<file path="src/design/icaf_pkg.sv">
// Package: constants, types and tables of the attitude filter.
package icaf_pkg;

  localparam int CORDIC_STEPS_DEF = 16;
  localparam int ANGLE_FRAC_BITS_DEF = 16;
  localparam int TAB_FRAC = 24;
  localparam int TAB_DEPTH = 24;
  localparam int ANG_W = 25;
  localparam int CFG_W = 17;
  localparam int CFG_IDX_W = 1;
  localparam int CW = 32;          // CORDIC vector width
  localparam int ZW = 36;          // CORDIC angle accumulator width
  localparam logic [12:0] PERIOD_RESET = 13'd655;
  localparam logic [16:0] WEIGHT_RESET = 17'd45875;
  localparam logic [16:0] WEIGHT_ONE = 17'd65536;
  localparam logic [29:0] INV_GAIN_Q30 = 30'd652032874;
  localparam logic signed [15:0] RATE_LIMIT = 16'sd32000;

  localparam logic CFG_PERIOD = 1'b0;
  localparam logic CFG_WEIGHT = 1'b1;

  typedef enum logic [1:0] {
    ST_UPDATED = 2'd0,
    ST_INIT = 2'd1,
    ST_RESET = 2'd2,
    ST_REJECT = 2'd3
  } status_t;

  typedef struct packed {
    logic       load;      // capture input word, start checks
    logic       pass_init; // load first CORDIC pass
    logic       step;      // one CORDIC iteration
    logic       mag_mul;   // scale magnitude by 1/K
    logic       pass2_init;
    logic       integ;     // gyro integration
    logic       blend_a;   // first blend product
    logic       blend_b;
    logic       commit;    // write state, present result
  } cmd_t;

  typedef struct packed {
    logic    reject;
    logic    is_reset;
    logic    seeded;
  } stat_t;

  function automatic logic [ZW-1:0] atan_entry(input logic [4:0] i);
    logic [ZW-1:0] r;
    case (i)
      5'd0: r = 36'd754974720;  5'd1: r = 36'd445687602;
      5'd2: r = 36'd235489088;  5'd3: r = 36'd119537938;
      5'd4: r = 36'd60000934;   5'd5: r = 36'd30029717;
      5'd6: r = 36'd15018523;   5'd7: r = 36'd7509720;
      5'd8: r = 36'd3754917;    5'd9: r = 36'd1877466;
      5'd10: r = 36'd938734;    5'd11: r = 36'd469367;
      5'd12: r = 36'd234684;    5'd13: r = 36'd117342;
      5'd14: r = 36'd58671;     5'd15: r = 36'd29335;
      5'd16: r = 36'd14668;     5'd17: r = 36'd7334;
      5'd18: r = 36'd3667;      5'd19: r = 36'd1833;
      5'd20: r = 36'd917;       5'd21: r = 36'd458;
      5'd22: r = 36'd229;       5'd23: r = 36'd115;
      default: r = '0;
    endcase
    return r;
  endfunction

endpackage

</file>
<file path="src/design/icaf_ctrl.sv">
// Sequencer of the attitude filter: walks checks, two CORDIC passes, update.
module icaf_ctrl
  import icaf_pkg::*;
#(
  parameter int CORDIC_STEPS = CORDIC_STEPS_DEF
) (
  input  logic  clk,
  input  logic  rst,
  input  logic  in_valid,
  output logic  in_ready,
  output logic  out_valid,
  input  logic  out_ready,
  input  stat_t stat,
  output cmd_t  cmd
);

  localparam int NSTEP = (CORDIC_STEPS < TAB_DEPTH) ? CORDIC_STEPS : TAB_DEPTH;

  typedef enum logic [10:0] {
    S_IDLE  = 11'b00000000001,
    S_CHECK = 11'b00000000010,
    S_P1    = 11'b00000000100,
    S_MAG   = 11'b00000001000,
    S_P2I   = 11'b00000010000,
    S_P2    = 11'b00000100000,
    S_SAVE  = 11'b00001000000,
    S_INTEG = 11'b00010000000,
    S_BLA   = 11'b00100000000,
    S_BLB   = 11'b01000000000,
    S_DONE  = 11'b10000000000
  } state_t;

  state_t state, state_next;
  logic [4:0] cnt, cnt_next;
  logic out_busy, out_busy_next;

  assign in_ready = (state == S_IDLE);
  assign out_valid = out_busy;

  always_comb begin
    state_next = state;
    cnt_next = cnt;
    out_busy_next = out_busy;
    cmd = '0;
    if (out_busy && out_ready) out_busy_next = 1'b0;
    case (state)
      S_IDLE: begin
        if (in_valid) begin
          cmd.load = 1'b1;
          state_next = S_CHECK;
        end
      end
      S_CHECK: begin
        if (stat.reject) begin
          state_next = S_DONE;
        end else begin
          cmd.pass_init = 1'b1;
          cnt_next = '0;
          state_next = S_P1;
        end
      end
      S_P1: begin
        cmd.step = 1'b1;
        cnt_next = cnt + 5'd1;
        if (cnt == 5'(NSTEP - 1)) state_next = S_MAG;
      end
      S_MAG: begin
        cmd.mag_mul = 1'b1;
        state_next = S_P2I;
      end
      S_P2I: begin
        cmd.pass2_init = 1'b1;
        cnt_next = '0;
        state_next = S_P2;
      end
      S_P2: begin
        cmd.step = 1'b1;
        cnt_next = cnt + 5'd1;
        if (cnt == 5'(NSTEP - 1)) state_next = S_SAVE;
      end
      S_SAVE: begin
        state_next = (!stat.is_reset && stat.seeded) ? S_INTEG : S_DONE;
      end
      S_INTEG: begin
        cmd.integ = 1'b1;
        state_next = S_BLA;
      end
      S_BLA: begin
        cmd.blend_a = 1'b1;
        state_next = S_BLB;
      end
      S_BLB: begin
        cmd.blend_b = 1'b1;
        state_next = S_DONE;
      end
      S_DONE: begin
        if (!out_busy) begin
          cmd.commit = 1'b1;
          out_busy_next = 1'b1;
          state_next = S_IDLE;
        end
      end
      default: state_next = S_IDLE;
    endcase
  end

  always_ff @(posedge clk) begin
    if (rst) begin
      state <= S_IDLE;
      cnt <= '0;
      out_busy <= 1'b0;
    end else begin
      state <= state_next;
      cnt <= cnt_next;
      out_busy <= out_busy_next;
    end
  end

`ifndef SYNTHESIS
  a_commit_free: assert property (@(posedge clk) disable iff (rst)
    cmd.commit |-> !out_busy) else $error("result overwritten");
  a_cnt_range: assert property (@(posedge clk) disable iff (rst)
    (state == S_P1 || state == S_P2) |-> cnt < 5'(NSTEP)) else $error("step count");
  a_load_idle: assert property (@(posedge clk) disable iff (rst)
    cmd.load |=> state == S_CHECK) else $error("load sequencing");
`endif

endmodule

</file>
<file path="config.mk">
export PLATFORM = sky130hd
export DESIGN_NAME = icaf_ctrl
export DESIGN_NICKNAME = d
export VERILOG_FILES = /design/src/design/icaf_pkg.sv /design/src/design/icaf_ctrl.sv
export SDC_FILE = /design/constraint.sdc
export NUM_CORES = 1
export LEC_CHECK = 0
export ABC_AREA = 1
export BUFFER_PORTS_ARGS = -buffer_cell sky130_fd_sc_hd__buf_2
export CAP_MARGIN = 20
export CELL_PAD_IN_SITES_DETAIL_PLACEMENT = 1
export CELL_PAD_IN_SITES_GLOBAL_PLACEMENT = 1
export CORE_MARGIN = 2
export CORE_UTILIZATION = 34
export DETAILED_ROUTE_END_ITERATION = 7
export GPL_TIMING_DRIVEN = 1
export PLACE_DENSITY_LB_ADDON = 0.1
export REMOVE_ABC_BUFFERS = 1
export SLEW_MARGIN = 20
export SYNTH_ARGS = -nofsm -noshare
export SYNTH_HDL_FRONTEND = slang
export SYNTH_SLANG_ARGS = --single-unit
</file>
<file path="constraint.sdc">
create_clock -name clk -period 1.4 [get_ports clk]
set_input_delay 0.14 -clock clk [delete_from_list [all_inputs] [get_ports clk]]
set_output_delay 0.14 -clock clk [all_outputs]
set_load 0.05 [all_outputs]
</file>
==> impl_results.md <==
- Post-route ant nets: 0
- Post-route DRC violation count: 0
- Number of max-cap violations: 0
- Most frequent cells in the layout: nand2_1 (26), inv_1 (23), buf_4 (21), nor2_1 (14)
- CP Class: reg -> out
- Initial Util: 0.3610
- # diodes: 0
- Required time of the critical path: ~1.3 ns
- Cell mode on critical path: inv_2
- Antenna violations before repair: 0
- Final Instance Area: approximately 1800 sq um
- Max H-tree Level: 1
- TritonCTS clock tree: built
- Syn Inst Count: 172
- Die ar.: approximately 3700 sq um
- Placed Area: 1262 sq um
- Fin worst setup slack: -0.2036 ns
- Worst Setup End Kind: output port
- Dpl cells: approximately 230
- Final critical-path required period: between 1.5 and 2 ns
- Die X-Extent: between 60 and 70 um
- CTS Buf Count: 3
- Post-detail-place hpwl: roughly 2.5 mm
- Clk buf depth: 2
- GP Congestion: ~0.8
- Fin. Hold Viols: 0
- Hold crit path type: in -> reg
- Max IR drop VDD: 0.7853 mV
- Final hold slack: 0.08348 ns
- Fin Setup TNS: -3.110 ns
- Drt pass-1 iters: 4
- GRT overflow: 0
- CTS Root Cell: clkbuf_4
- Vias in the first global route: approximately 1,200
- Nature of the critical path startpoint: register
- Sequential area share after synthesis: 0.3063
- Worst Skew: around 0.012 ns
- Core ar.: 3078 sq um
- Via density: 4.787
- Yosys reg bits: 17
- Layout cells sized above 1: 0.5561
- First-pass GRT wire length: approximately 5.4 mm
- Worst rel slew slack: 0.7636
- Final Instance Count excl. Fillers: around 260
- Hold buffers post-CTS: 0
- Ports: 18
- GR Util All Layers: 0.2001
- P_leak: 0.8344 nW
- Max Clock Freq: 623.6 MHz
- Power Density: about 1700 nW/um^2
- Peak per-stage delay on the critical path: roughly 0.38 ns
- Period utilisation layout: 1.145
- Pins over their slew limit: 0
- Per-cell routed wire length: roughly 15 um
- Critical path, cell by cell: inv_1 -> nand2_1 -> nor2_2 -> nand2_4 -> inv_2 -> nand2_2 -> inv_2 -> buf_8
- Nets: around 220
- Netlist cell types: 23
- Crit path max-delay family: simple AND/OR/NAND/NOR gates
- Post-Syn Area: 1111 sq um
- Outcome: complete, but fails checks
- Worst-Margin Slew: between 0.3 and 0.4 ns
- Syn Area/Cell: 6.460 sq um
- Drt initial violations: 31
- Final wirelength: around 3.9 mm
- Critical Path AT: around 1.5 ns
- CP Buf/Inv Count: 4
- Unrepaired setup endpoints after global routing: true
- Clock sinks: 17
- Final core occ: 0.5728
- Largest net degree at the start of global routing: 11
- Slowest-stage cell, CP: dfxtp_4
- Setup Viol. Count Final: 24
- Port Buffers: 17
- Vias: roughly 1,200
- Crit Path Max Fanout: 4
- Commonest non-fill, non-tap cell in the layout: nand2_1
- Failing checks: negative setup slack
- Area growth from synthesis to layout: 58.67%
- Clock slew seen by the registers of the worst setup and hold paths: ~0.11 ns
- Clock Latency Late Sink: 0.31 ns
- Warnings from Yosys: 0
- DIE HEIGHT: just over 60 um
- Cell Rows: 20
==> metal layers <==
metal,up-vias,GRT usage,wire (um)
met2,17,0.3617,2045
met4,0,0.04658,71
met1,605,0.2414,1633
met5,-,0,0
li1,605,-,-
met3,8,0.04202,109
==> state kept, by name, indices dropped and copies added (netlist names) <==
name,flops
cnt,5
state,11
out_valid,1
==> power by group <==
group,total [W],switching [W],internal [W],leakage [nW]
clock,0.000282,0.000171,0.000111,0.0150
sequential,0.000643,0.0000801,0.000563,0.143
combinational,0.00202,0.00121,0.000818,0.676
total,0.00295,0.00146,0.00149,0.834
==> timing repair <==
action / 4_1_cts / 5_1_grt
pin swaps: 10 / 15
setup buffers: 11 / 9
resized for setup: 59 / 42
setup endpoints to repair: 19 / 24
==> worst reg2reg max path: stages (launching register included) <==
cell and delay [ns]:
dfxtp_4 0.38, nor2_4 0.12, nand2_4 0.09, buf_4 0.14, buf_4 0.12, buf_4 0.13
inv_1 0.06, nand3_2 0.08, nand2_4 0.11, nor2_4 0.08, nand3_2 0.08, a21oi_2 0.06
==> worst paths after layout <==
kind         startpoint       end  slack [ns]  depth (start not counted)
max            state[2]    cmd[7]       -0.20                          8
min             stat[0]  state[7]        0.08                          3
max reg2reg    state[2]    cnt[0]       -0.15                         11
min reg2reg      cnt[4]    cnt[4]        0.49                          2
==> cell type report <==
class / count / area, sq um
clock buffers: 4 / 26.28
fillers: 384 / 1315
well taps: 44 / 55.05
inverters: 38 / 150.1
multi-input cells: 115 / 805.8
repair buffers: 40 / 362.8
flip-flops and latches: 17 / 362.8
==> through the flow <==
step	power [W]	setup WS [ns]
after floorplan	0.001532	-0.2662
after global placement	0.001788	-0.04903
after detailed placement	0.001819	-0.06532
after CTS	0.002455	-0.2029
after global routing	0.003093	-0.2665
final	0.002949	-0.2036
==> cells in the mapped netlist <==
master / n / area share
a21oi_1: 5 / 0.023
buf_4: 1 / 0.0068
clkbuf_1: 1 / 0.0034
clkinv_1: 1 / 0.0034
dfxtp_1: 17 / 0.31
ha_1: 2 / 0.023
inv_1: 32 / 0.11
inv_2: 5 / 0.017
nand2_1: 36 / 0.12
nand2_2: 4 / 0.023
nand2_4: 5 / 0.051
nand3_1: 20 / 0.090
nand3b_1: 2 / 0.014
nand4_1: 2 / 0.011
nor2_1: 23 / 0.078
nor2_2: 2 / 0.011
nor2_4: 5 / 0.051
nor2_8: 1 / 0.018
nor3_1: 4 / 0.018
nor4_1: 1 / 0.0056
o21a_1: 1 / 0.0068
o21bai_1: 1 / 0.0068
or2_2: 1 / 0.0056
==> kinds of logic after synthesis <==
family / count (synthesis) / share of synthesized area
and+or+nand+nor: 106 / 0.4966
buffers and inverters: 40 / 0.1385
DFF: 17 / 0.3063
AOI/OAI and AO/OA: 7 / 0.03604
adders and majority gates: 2 / 0.02252
No activity file was read; power rests on OpenSTA's default activity.
